`config.mk`:
```
export PLATFORM = sky130hd
export DESIGN_NAME = buffered_uart_ring_fifos_unit
export DESIGN_NICKNAME = d
export VERILOG_FILES = /design/src/sv/burf_pkg.sv /design/src/sv/buffered_uart_ring_fifos_unit.sv /design/src/sv/burf_ctrl.sv /design/src/sv/burf_datapath.sv
export SDC_FILE = /design/constraint.sdc
export NUM_CORES = 1
export LEC_CHECK = 0
export BUFFER_PORTS_ARGS = -buffer_cell sky130_fd_sc_hd__buf_4
export CORE_AREA = 5 5 284 286
export DETAILED_ROUTE_END_ITERATION = 8
export DIE_AREA = 0 0 289 291
export GPL_TIMING_DRIVEN = 1
export HOLD_SLACK_MARGIN = 0.1
export MAX_ROUTING_LAYER = met4
export PLACE_DENSITY = 0.76
export SYNTH_ARGS = -nofsm -noshare
export SYNTH_HDL_FRONTEND = slang
export SYNTH_SLANG_ARGS = --single-unit
```
`constraint.sdc`:
```
create_clock -name aclk -period 2.9 [get_ports aclk]
set_input_delay 0.58 -clock aclk [delete_from_list [all_inputs] [get_ports aclk]]
set_output_delay 0.58 -clock aclk [all_outputs]
set_load 0.1 [all_outputs]
```
`src/sv/burf_pkg.sv`:
```
// ============================================================================
// Buffered UART ring FIFOs - shared definitions
// Depths, pointer widths, request codes and the controller command bundle.
// ============================================================================
package burf_pkg;

    // Ring sizes. Each ring keeps one slot empty, so it holds depth minus one.
    localparam int unsigned RX_DEPTH = 64;
    localparam int unsigned TX_DEPTH = 64;

    // Pointer widths follow from the ring sizes.
    localparam int unsigned RX_AW = $clog2(RX_DEPTH);
    localparam int unsigned TX_AW = $clog2(TX_DEPTH);

    // Width of the receive count reported with every result.
    localparam int unsigned RX_COUNT_W = 6;

    // Request kinds carried in the func field.
    typedef enum logic [1:0] {
        FUNC_HOST_WRITE = 2'd0,
        FUNC_HOST_READ  = 2'd1,
        FUNC_SERVICE    = 2'd2,
        FUNC_UNUSED     = 2'd3
    } func_t;

    // Commands from the controller to the datapath.
    typedef struct packed {
        logic capture;   // latch the incoming transaction
        logic execute;   // update rings and pointers, start memory reads
        logic load_out;  // fill the result register
    } burf_cmd_t;

endpackage

```
`src/sv/buffered_uart_ring_fifos_unit.sv`:
```
// ============================================================================
// Buffered UART ring FIFOs - top level
// Receive and transmit ring FIFOs of a buffered serial port behind one
// request channel and one result channel.
// ============================================================================
// Each request transaction is a host write, a host read or a service event,
// and yields exactly one result transaction that reports the outcome and the
// receive count after the step. The accepting edge captures the request,
// then the rings are updated while the ring memories are read, and then the
// registered read data is loaded into the result register, which makes the
// result valid. The next request is taken the cycle after the load, so the
// block does not take a new request before the last one is through. It
// takes that next request even when the previous result has not yet been
// taken, and then holds it in the final step until the result register is
// free. A full ring holds depth minus one bytes and drops further bytes,
// which the result flags report.
module buffered_uart_ring_fifos_unit (
    input  logic                            aclk,
    input  logic                            aresetn,
    input  logic                            s_valid,
    output logic                            s_ready,
    input  logic [1:0]                      s_func,
    input  logic [7:0]                      s_host_byte,
    input  logic                            s_line_valid,
    input  logic [7:0]                      s_line_byte,
    input  logic                            s_tx_idle,
    output logic                            m_valid,
    input  logic                            m_ready,
    output logic [7:0]                      m_read_byte,
    output logic                            m_read_ok,
    output logic                            m_write_dropped,
    output logic                            m_rx_dropped,
    output logic                            m_send_valid,
    output logic [7:0]                      m_send_byte,
    output logic                            m_tx_irq_on,
    output logic [burf_pkg::RX_COUNT_W-1:0] m_rx_count
);

    burf_pkg::burf_cmd_t cmd;

    // Sequencing and handshakes.
    burf_ctrl u_ctrl (
        .aclk    (aclk),
        .aresetn (aresetn),
        .s_valid (s_valid),
        .s_ready (s_ready),
        .m_valid (m_valid),
        .m_ready (m_ready),
        .cmd     (cmd)
    );

    // Rings, pointers and result register.
    burf_datapath u_datapath (
        .aclk            (aclk),
        .aresetn         (aresetn),
        .cmd             (cmd),
        .s_func          (s_func),
        .s_host_byte     (s_host_byte),
        .s_line_valid    (s_line_valid),
        .s_line_byte     (s_line_byte),
        .s_tx_idle       (s_tx_idle),
        .m_read_byte     (m_read_byte),
        .m_read_ok       (m_read_ok),
        .m_write_dropped (m_write_dropped),
        .m_rx_dropped    (m_rx_dropped),
        .m_send_valid    (m_send_valid),
        .m_send_byte     (m_send_byte),
        .m_tx_irq_on     (m_tx_irq_on),
        .m_rx_count      (m_rx_count)
    );

endmodule

```
`src/sv/burf_ctrl.sv`:
```
// ============================================================================
// Buffered UART ring FIFOs - controller
// Sequences one transaction through capture, execute and result load, and
// owns the handshake flags of both channels.
// ============================================================================
module burf_ctrl (
    input  logic               aclk,
    input  logic               aresetn,
    input  logic               s_valid,
    output logic               s_ready,
    output logic               m_valid,
    input  logic               m_ready,
    output burf_pkg::burf_cmd_t cmd
);

    typedef enum logic [1:0] {
        ST_IDLE,
        ST_EXEC,
        ST_FINISH
    } state_t;

    state_t state_reg;
    state_t state_next;
    logic   m_valid_reg;
    logic   m_valid_next;

    // Commands decoded from the current state and the handshakes.
    always_comb begin
        cmd.capture  = (state_reg == ST_IDLE) && s_valid;
        cmd.execute  = (state_reg == ST_EXEC);
        cmd.load_out = (state_reg == ST_FINISH) && (!m_valid_reg || m_ready);
    end

    // Next state and result-valid flag.
    always_comb begin
        state_next   = state_reg;
        m_valid_next = m_valid_reg;
        if (m_valid_reg && m_ready) begin
            m_valid_next = 1'b0;
        end
        unique case (state_reg)
            ST_IDLE: begin
                if (s_valid) begin
                    state_next = ST_EXEC;
                end
            end
            ST_EXEC: begin
                state_next = ST_FINISH;
            end
            ST_FINISH: begin
                if (!m_valid_reg || m_ready) begin
                    m_valid_next = 1'b1;
                    state_next   = ST_IDLE;
                end
            end
            default: begin
                state_next = ST_IDLE;
            end
        endcase
    end

    // State and registered handshake flag.
    always_ff @(posedge aclk) begin
        if (!aresetn) begin
            state_reg   <= ST_IDLE;
            m_valid_reg <= 1'b0;
        end else begin
            state_reg   <= state_next;
            m_valid_reg <= m_valid_next;
        end
    end

    assign s_ready = (state_reg == ST_IDLE);
    assign m_valid = m_valid_reg;

endmodule

```
`src/sv/burf_datapath.sv`:
```
// ============================================================================
// Buffered UART ring FIFOs - datapath
// Holds both ring memories, their pointers, the transmit-interrupt enable,
// the captured request and the result register.
// ============================================================================
module burf_datapath (
    input  logic                                aclk,
    input  logic                                aresetn,
    input  burf_pkg::burf_cmd_t                 cmd,
    input  logic [1:0]                          s_func,
    input  logic [7:0]                          s_host_byte,
    input  logic                                s_line_valid,
    input  logic [7:0]                          s_line_byte,
    input  logic                                s_tx_idle,
    output logic [7:0]                          m_read_byte,
    output logic                                m_read_ok,
    output logic                                m_write_dropped,
    output logic                                m_rx_dropped,
    output logic                                m_send_valid,
    output logic [7:0]                          m_send_byte,
    output logic                                m_tx_irq_on,
    output logic [burf_pkg::RX_COUNT_W-1:0]     m_rx_count
);

    localparam int unsigned RX_AW = burf_pkg::RX_AW;
    localparam int unsigned TX_AW = burf_pkg::TX_AW;
    localparam int unsigned RX_LW = RX_AW + 1;
    localparam int unsigned CNT_W = burf_pkg::RX_COUNT_W;
    localparam int unsigned EXT_W = (RX_LW > CNT_W) ? RX_LW : CNT_W;

    // Captured request.
    burf_pkg::func_t func_reg;
    logic [7:0]      host_byte_reg;
    logic            line_valid_reg;
    logic [7:0]      line_byte_reg;
    logic            tx_idle_reg;

    // Ring memories and read data.
    logic [7:0] rx_mem [burf_pkg::RX_DEPTH];
    logic [7:0] tx_mem [burf_pkg::TX_DEPTH];
    logic [7:0] rx_rdata_reg;
    logic [7:0] tx_rdata_reg;

    // Pointers and enable.
    logic [RX_AW-1:0] rx_wr_ptr_reg, rx_wr_ptr_next;
    logic [RX_AW-1:0] rx_rd_ptr_reg, rx_rd_ptr_next;
    logic [TX_AW-1:0] tx_wr_ptr_reg, tx_wr_ptr_next;
    logic [TX_AW-1:0] tx_rd_ptr_reg, tx_rd_ptr_next;
    logic             tx_irq_reg, tx_irq_next;

    // Outcome flags of the executed request.
    logic read_ok_reg, read_ok_next;
    logic write_dropped_reg, write_dropped_next;
    logic rx_dropped_reg, rx_dropped_next;
    logic send_valid_reg, send_valid_next;

    // Memory write strobes.
    logic rx_we;
    logic tx_we;

    // Advanced pointers and ring status.
    logic [RX_AW-1:0] rx_wr_adv, rx_rd_adv;
    logic [TX_AW-1:0] tx_wr_adv, tx_rd_adv;
    logic             rx_full, rx_empty, tx_full, tx_empty;

    // Receive level after the step.
    logic [RX_LW-1:0] rx_level;
    logic [EXT_W-1:0] rx_level_ext;

    // Pointer increments with wrap at the ring size.
    always_comb begin
        rx_wr_adv = (rx_wr_ptr_reg == RX_AW'(burf_pkg::RX_DEPTH - 1)) ?
                    '0 : rx_wr_ptr_reg + RX_AW'(1);
        rx_rd_adv = (rx_rd_ptr_reg == RX_AW'(burf_pkg::RX_DEPTH - 1)) ?
                    '0 : rx_rd_ptr_reg + RX_AW'(1);
        tx_wr_adv = (tx_wr_ptr_reg == TX_AW'(burf_pkg::TX_DEPTH - 1)) ?
                    '0 : tx_wr_ptr_reg + TX_AW'(1);
        tx_rd_adv = (tx_rd_ptr_reg == TX_AW'(burf_pkg::TX_DEPTH - 1)) ?
                    '0 : tx_rd_ptr_reg + TX_AW'(1);
        rx_full   = (rx_wr_adv == rx_rd_ptr_reg);
        tx_full   = (tx_wr_adv == tx_rd_ptr_reg);
        rx_empty  = (rx_wr_ptr_reg == rx_rd_ptr_reg);
        tx_empty  = (tx_wr_ptr_reg == tx_rd_ptr_reg);
    end

    // Request decode: ring updates for the executing transaction.
    always_comb begin
        rx_wr_ptr_next     = rx_wr_ptr_reg;
        rx_rd_ptr_next     = rx_rd_ptr_reg;
        tx_wr_ptr_next     = tx_wr_ptr_reg;
        tx_rd_ptr_next     = tx_rd_ptr_reg;
        tx_irq_next        = tx_irq_reg;
        read_ok_next       = 1'b0;
        write_dropped_next = 1'b0;
        rx_dropped_next    = 1'b0;
        send_valid_next    = 1'b0;
        rx_we              = 1'b0;
        tx_we              = 1'b0;
        unique case (func_reg)
            burf_pkg::FUNC_HOST_WRITE: begin
                if (tx_full) begin
                    write_dropped_next = 1'b1;
                end else begin
                    tx_we          = 1'b1;
                    tx_wr_ptr_next = tx_wr_adv;
                    tx_irq_next    = 1'b1;
                end
            end
            burf_pkg::FUNC_HOST_READ: begin
                if (!rx_empty) begin
                    read_ok_next   = 1'b1;
                    rx_rd_ptr_next = rx_rd_adv;
                end
            end
            burf_pkg::FUNC_SERVICE: begin
                if (line_valid_reg) begin
                    if (rx_full) begin
                        rx_dropped_next = 1'b1;
                    end else begin
                        rx_we          = 1'b1;
                        rx_wr_ptr_next = rx_wr_adv;
                    end
                end
                if (tx_idle_reg && tx_irq_reg) begin
                    if (!tx_empty) begin
                        send_valid_next = 1'b1;
                        tx_rd_ptr_next  = tx_rd_adv;
                    end else begin
                        tx_irq_next = 1'b0;
                    end
                end
            end
            default: begin
                // Unused code: no state changes.
            end
        endcase
    end

    // Capture of the incoming transaction.
    always_ff @(posedge aclk) begin
        if (cmd.capture) begin
            func_reg       <= burf_pkg::func_t'(s_func);
            host_byte_reg  <= s_host_byte;
            line_valid_reg <= s_line_valid;
            line_byte_reg  <= s_line_byte;
            tx_idle_reg    <= s_tx_idle;
        end
    end

    // Ring memories: one write and one registered read each.
    always_ff @(posedge aclk) begin
        if (cmd.execute && rx_we) begin
            rx_mem[rx_wr_ptr_reg] <= line_byte_reg;
        end
        if (cmd.execute) begin
            rx_rdata_reg <= rx_mem[rx_rd_ptr_reg];
        end
    end

    always_ff @(posedge aclk) begin
        if (cmd.execute && tx_we) begin
            tx_mem[tx_wr_ptr_reg] <= host_byte_reg;
        end
        if (cmd.execute) begin
            tx_rdata_reg <= tx_mem[tx_rd_ptr_reg];
        end
    end

    // Pointers and interrupt enable.
    always_ff @(posedge aclk) begin
        if (!aresetn) begin
            rx_wr_ptr_reg <= '0;
            rx_rd_ptr_reg <= '0;
            tx_wr_ptr_reg <= '0;
            tx_rd_ptr_reg <= '0;
            tx_irq_reg    <= 1'b0;
        end else if (cmd.execute) begin
            rx_wr_ptr_reg <= rx_wr_ptr_next;
            rx_rd_ptr_reg <= rx_rd_ptr_next;
            tx_wr_ptr_reg <= tx_wr_ptr_next;
            tx_rd_ptr_reg <= tx_rd_ptr_next;
            tx_irq_reg    <= tx_irq_next;
        end
    end

    // Outcome flags, held until the result register is loaded.
    always_ff @(posedge aclk) begin
        if (cmd.execute) begin
            read_ok_reg       <= read_ok_next;
            write_dropped_reg <= write_dropped_next;
            rx_dropped_reg    <= rx_dropped_next;
            send_valid_reg    <= send_valid_next;
        end
    end

    // Receive level from the updated pointers.
    always_comb begin
        if (rx_wr_ptr_reg >= rx_rd_ptr_reg) begin
            rx_level = {1'b0, rx_wr_ptr_reg} - {1'b0, rx_rd_ptr_reg};
        end else begin
            rx_level = {1'b0, rx_wr_ptr_reg} + RX_LW'(burf_pkg::RX_DEPTH)
                       - {1'b0, rx_rd_ptr_reg};
        end
        rx_level_ext = EXT_W'(rx_level);
    end

    // Result register.
    always_ff @(posedge aclk) begin
        if (cmd.load_out) begin
            m_read_byte     <= read_ok_reg ? rx_rdata_reg : 8'd0;
            m_read_ok       <= read_ok_reg;
            m_write_dropped <= write_dropped_reg;
            m_rx_dropped    <= rx_dropped_reg;
            m_send_valid    <= send_valid_reg;
            m_send_byte     <= send_valid_reg ? tx_rdata_reg : 8'd0;
            m_tx_irq_on     <= tx_irq_reg;
            m_rx_count      <= rx_level_ext[CNT_W-1:0];
        end
    end

endmodule

```
==> results of run 1 <==
## per-layer routing
layer / share of wire / GRT usage / up-vias / wire length, um
met5: 0 / - / - / 0
met2: 0.48 / 0.369 / 1416 / 48100
met3: 0.11 / 0.0554 / 193 / 10600
li1: - / - / 9103 / -
met4: 0.029 / 0.0696 / 0 / 2900
met1: 0.38 / 0.347 / 11500 / 38100
## placed cells by master, fill, tap and decap left out, types with 8 or more instances in the layout
cell type,synthesis,final
a21oi_1,27,27
dlygate4sd3_1,0,17
clkinv_2,0,30
ha_1,9,8
dfxtp_1,28,21
and2_1,26,26
edfxtp_1,1091,1091
buf_12,0,17
nor2_2,0,69
nand4_1,12,12
nand3_1,26,26
clkbuf_1,44,12
inv_1,17,17
bufinv_16,0,9
mux4_2,307,307
nand2_1,57,57
buf_4,9,210
nor2_1,162,88
and3_1,12,12
nor2b_1,18,17
clkbuf_16,0,110
mux2i_1,20,20
clkinv_1,3,23
inv_6,0,8
xnor2_1,15,15
o21ai_0,10,10
a31oi_1,11,11
clkinvlp_4,0,8
## what timing repair did
action | in CTS | in global routing
hold endpoints to repair | 17 | 0
gates resized for setup | 26 | 64
hold buffers | 17 | 0
setup endpoints to repair | 207 | 533
pin swaps | 0 | 1
gates cloned | 0 | 1
## critical path: stages, from the launching register on
cell and delay [ns]:
dfxtp_1 0.41, ha_2 0.26, buf_4 0.13, nor2_1 0.05, a211o_1 0.27, a31oi_1 0.22, a2111o_1 0.29, nand4_1 0.24
buf_4 0.25, nor2_2 0.39
## worst max-delay path by stage
| stage | depth (start not counted) | slack (ns) | from | to |
|---|---|---|---|---|
| 2_1_floorplan | 11 | 0.08 | u_datapath.rx_rd_ptr_reg[2] | u_datapath.rx_rd_ptr_reg[0] |
| 3_3_place_gp | 6 | -0.11 | u_datapath.tx_rd_ptr_reg[0] | u_datapath.tx_rdata_reg[0] |
| 3_5_place_dp | 8 | -0.11 | u_datapath.tx_wr_ptr_reg[1] | u_datapath.tx_mem[20][4] |
| 4_1_cts | 8 | -0.02 | u_datapath.tx_wr_ptr_reg[1] | u_datapath.tx_mem[3][2] |
| 5_1_grt | 11 | -0.01 | u_datapath.rx_wr_ptr_reg[1] | u_datapath.rx_mem[50][3] |
| 6_report | 9 | 0.03 | u_datapath.tx_wr_ptr_reg[1] | u_datapath.tx_mem[60][7] |
## logic make-up (layout without fill, tap and decap cells)
| kind of cell | Yosys count | after routing | synth area share |
|---|---|---|---|
| compound gates | 110 | 111 | 0.0180 |
| xor+xnor | 22 | 22 | 0.00440 |
| fa+ha+maj | 10 | 10 | 0.00303 |
| buf+inv | 133 | 468 | 0.0135 |
| flops | 1119 | 1119 | 0.760 |
| mux | 329 | 329 | 0.163 |
| other cells | 0 | 3 | 0 |
| simple gates | 349 | 349 | 0.0378 |
## layout make-up
cell class / count / area share
inverters: 21 / 0.00156
repair buffers: 247 / 0.0420
clock inverters: 78 / 0.0137
diodes: 3 / 0.000149
well taps: 1050 / 0.0260
clock buffers: 122 / 0.0554
flip-flops and latches: 1119 / 0.660
multi-input cells: 821 / 0.201
## power by group
part           leakage [uW]  switching [uW]  internal [uW]  total (uW)
Clock               0.00171            6000           7770       13800
Sequential           0.0101            28.9          17800       17800
Combinational       0.00391             449            104         553
## through the flow
stage,cells,util,hold slack [ns],worst slack [ns]
2_1_floorplan,2072,-,0.400,0.0762
3_3_place_gp,3240,0.596,0.485,-0.109
3_5_place_dp,3240,0.596,0.511,-0.110
4_1_cts,3457,0.644,0.102,-0.0198
5_1_grt,3461,0.647,0.104,-0.0112
6_report,3461,0.647,0.132,0.0282
==> flow_summary.toml, run 1 <==
[placement]
placed_area_sq_um = 46600
numPortBuffers = 52
dp_hpwl_um = 60600
finalWeightedCongestion = 0.927

[timing]
finalMaxSlewViolations = 0
finalCritPeriodShare = 0.990
slew_headroom = 0.342
clock_skew_ns = 0.0261
min_period_ns = 2.87
max_freq_mhz = 348
tns_ns = 0
hold_viol_final = 0
worst_pin_slew_ns = 0.987
finalSetupViolations = 0

[global_routing]
antenna_found_initial = 4
overflow = 0
grt_usage = 0.245
grt_pass1_vias = 22300
grt_max_degree = 65
grt_first_pass_wirelength_um = 148000

[worst_setup_path]
reg2reg_from = "u_datapath.tx_wr_ptr_reg[1]"
setup.worst_path.start_class = "flop"
critical_path_required_ns = 3.23
endpoint_kind = "flop"
worstReg2RegEnd = "u_datapath.tx_mem[60][7]"
reg2reg_depth = 9
cp.arrival_ns = 3.20
r2r_slack_ns = 0.03
crit_type = "reg2reg"
crit_fanout = 8

[worst_hold_path]
holdPathStages = 1
min_from = "s_line_valid"
min_path_type = "in2reg"
whs_endpoint = "u_datapath.line_valid_reg"

[die]
start_util = 0.561
ios = 53
die_area_sq_um = 84100
num_rows = 103
core_area_sq_um = 78100
die_x_um = 289
fp.dieH_um = 291

[routing]
routed_via_density = 6.42
first_pass_iters = 6
vias = 22200
drt_iter0_markers = 2892
antenna_left = 0
drcViolationCount = 0
wl_per_cell_um = 28.8
drt_wl_total_um = 99800

[power_and_ir_drop]
peakVddDrop_mv = 0.478
leakage_uw = 0.0157
p_per_area_nw_per_um2 = 637
p_total_uw = 32200

[logic_synthesis]
synth_nets = 2106
synth_commonest_cells = "1,091 x edfxtp_1, 307 x mux4_2, 162 x nor2_1"
yosysMostFrequentCell = "edfxtp_1"
ys_ff_latch = 1119
avgSynthCellArea_sq_um = 21.1
yosysUniqueCellTypes = 64
synth_cells = 2072
synth_top_area_share = 0.748
ys_seq_area_frac = 0.760
ys_top_cells_by_area = "edfxtp_1 75%, mux4_2 16%, nor2_1 1.4%"
yosysTopAreaCell = "edfxtp_1"
syn_area_sq_um = 43800
async_reset_ff_frac = 0
yosys_warnings = 0
synth_edf_count = 1091
ys.flop_type = "edfxtp_1"

[final_layout]
multiInputGateArea_sq_um = 10200
top_regs = "u_datapath.rx_mem: 512 flops, u_datapath.tx_mem: 512 flops"
ff_latch_area_sq_um = 33300
stdcell_area_sq_um = 50500
drive_gt1_frac = 0.336
fillers = 4978
syn2layout_area_growth_pct = 15.3
nets = 2353

[cts]
htreeDepth = 3
clk_pin_slew_worst_paths_ns = 0.06
cts_root_buffer = "clkbuf_16"
clock_path_buffers = 3
cts_tree = "done"
numCtsBuffers = 109
cts_setup_buffers = 0
cts.sinks = 1119
insertion_delay_ns = 0.68

[job]
cap_violations = 0

[outcome]
outcome = "complete, no violations"
No activity file was read; power rests on OpenSTA's default activity.
==> run 2, diff against run 1 <==
- CORE_AREA: 5 5 284 286 -> 2 2 281 283
- DIE_AREA: 0 0 289 291 -> 0 0 283 285
- SYNTH_HIERARCHICAL: default -> 1
==> flow_summary.toml, run 2 <==
[worst_setup_path]
r2r_slack_ns = 0.09
startpoint = "u_datapath/tx_wr_ptr_reg[2]"
critical_path.cell_chain = "and3_1 -> nand3_1 -> and4b_1 -> or4_4 -> a21oi_4 -> nand4b_2 -> buf_4 -> nor2_2"
worstReg2RegEnd = "u_datapath/tx_mem[50][7]"
reg2reg_depth = 8
crit_fanout = 8
critical_path_required_ns = 3.20
slowest_delay_ns = 0.47
critical-path-top-delay-family = "simple AND/OR/NAND/NOR gates"
reg2reg_from = "u_datapath/tx_wr_ptr_reg[2]"
crit_slowest_cell = "or4_4"
crit_type = "reg2reg"
setup.worst_path.start_class = "flop"
endpoint_kind = "flop"
cp_num_cells = 8
crit_path_end = "u_datapath/tx_mem[50][7]"
cp.arrival_ns = 3.12
critPathBufInv = 1

[die]
ios = 53
die_x_um = 283
core_area_sq_um = 78000
die_area_sq_um = 80700
num_rows = 103
fp.dieH_um = 285
start_util = 0.561

[cts]
clk_pin_slew_worst_paths_ns = 0.07
cts_root_buffer = "clkbuf_16"
htreeDepth = 3
insertion_delay_ns = 0.67
cts.sinks = 1119
cts_setup_buffers = 0
clock_path_buffers = 3
cts_tree = "done"
numCtsBuffers = 104

[logic_synthesis]
async_reset_ff_frac = 0
yosysTopAreaCell = "edfxtp_1"
ys.flop_type = "edfxtp_1"
synth_nets = 2087
synth_top_area_share = 0.749
synth_edf_count = 1091
synth_cells = 2053
ys_seq_area_frac = 0.762
ys_top_cells_by_area = "edfxtp_1 75%, mux4_2 16%, nor2_1 1.3%"
yosys_warnings = 6
avgSynthCellArea_sq_um = 21.3
yosysUniqueCellTypes = 72
syn_area_sq_um = 43700
ys_ff_latch = 1119
synth_commonest_cells = "1,091 x edfxtp_1, 308 x mux4_2, 155 x nor2_1"
yosysMostFrequentCell = "edfxtp_1"

[timing]
min_period_ns = 2.81
finalMaxSlewViolations = 0
tns_ns = 0
clock_skew_ns = 0.0201
slew_headroom = 0.326
hold_viol_final = 0
worst_pin_slew_ns = 1.01
finalSetupViolations = 0
finalCritPeriodShare = 0.970
max_freq_mhz = 355

[outcome]
outcome = "complete, no violations"

[routing]
routed_via_density = 6.31
antenna_left = 0
drt_iter0_markers = 2622
first_pass_iters = 5
wl_per_cell_um = 28.6
drcViolationCount = 0
vias = 21600
drt_wl_total_um = 98200

[global_routing]
antenna_found_initial = 0
grt_pass1_vias = 22000
grt_usage = 0.254
grt_max_degree = 65
overflow = 0
grt_first_pass_wirelength_um = 147000

[worst_hold_path]
min_path_type = "in2reg"

[placement]
numPortBuffers = 52
dp_hpwl_um = 59000
finalWeightedCongestion = 0.966

[power_and_ir_drop]
p_per_area_nw_per_um2 = 628
peakVddDrop_mv = 0.639
p_total_uw = 31700
leakage_uw = 0.0157

[final_layout]
diodes = 0
final_common_cell = "edfxtp_1"
top_regs = "u_datapath/rx_mem: 512 flops, u_datapath/tx_mem: 512 flops"
final_cell_mix = "1,091 x edfxtp_1, 308 x mux4_2, 211 x buf_4, 104 x clkbuf_16, 72 x nor2_1"
fillers = 4867
drive_gt1_frac = 0.337
nets = 2328
syn2layout_area_growth_pct = 15.3

[job]
cap_violations = 0
run 2: cell types whose count changed in the layout (fill, tap and decap cells not counted), sizes merged, moves of 6 or more:
| cell | delta |
|---|---|
| a21oi | -13 |
| clkinvlp | -6 |
| mux2i | -13 |
| nor2 | -7 |
| nor2b | -7 |
| or3 | -6 |
run 2: worst min-delay path by stage:
stage / startpoint / to / slack, ns / cells after the start
4_1_cts: m_ready / u_ctrl/m_valid / 0.23 / 3
3_5_place_dp: u_datapath/write_dropped_reg / u_datapath/m_write_dropped / 0.42 / 0
2_1_floorplan: u_datapath/rx_dropped_reg / u_datapath/m_rx_dropped / 0.40 / 0
5_1_grt: m_ready / u_ctrl/m_valid / 0.24 / 3
6_report: m_ready / u_ctrl/m_valid / 0.25 / 3
3_3_place_gp: u_datapath/rx_dropped_reg / u_datapath/m_rx_dropped / 0.41 / 0
run 2: worst min-delay path: stages:
cell	delay, ns
buf_4	0.08
nand2b_1	0.11
a21boi_0	0.09
run 2: power by group:
| part | internal [uW] | switching, uW |
|---|---|---|
| logic | 109 | 466 |
| registers | 17800 | 27.9 |
| clock network | 7490 | 5780 |
| total | 25400 | 6270 |
run 2: what timing repair did:
action,4_1_cts,5_1_grt
endpoints found under the hold margin,20,0
gates cloned,0,1
endpoints found under the setup margin,749,822
hold buffers,20,0
pin swaps,0,3
resized for setup,59,84
run 2: final cells by class:
class / count / area [sq um] / area share
Multi-Input combinational cell: 803 / 10300 / 0.205
Inverter: 20 / 77.6 / 0.00154
Timing Repair Buffer: 246 / 2050 / 0.0406
Clock buffer: 125 / 2680 / 0.0532
Clock inverter: 67 / 623 / 0.0124
Sequential cell: 1119 / 33300 / 0.661
Tap cell: 1050 / 1310 / 0.0261
run 2: through the flow:
step	instance area, sq um	setup slack (ns)	hold slack [ns]	std cells	util
5_1_grt	50400	-0.0170	0.243	3430	0.647
4_1_cts	50100	-0.138	0.228	3429	0.642
3_3_place_gp	46400	-0.0432	0.410	3217	0.595
6_report	50400	0.0865	0.246	3430	0.647
3_5_place_dp	46400	-0.175	0.421	3217	0.595
2_1_floorplan	43700	0.00783	0.400	2053	-
run 2: cells by family (layout without fill, tap and decap cells):
group,Yosys count,after routing,synth area share
compound gates,103,104,0.0177
xor+xnor,27,27,0.00541
buf+inv,132,458,0.0132
mux,317,317,0.161
flops,1119,1119,0.762
fa+ha+maj,10,10,0.00303
simple gates,345,345,0.0382
run 2: routing by layer:
layer,track usage,part of all wire,vias up
met5,-,0,-
li1,-,-,9018
met4,0.0840,0.035,0
met2,0.421,0.52,1073
met1,0.327,0.38,11300
met3,0.0375,0.073,206
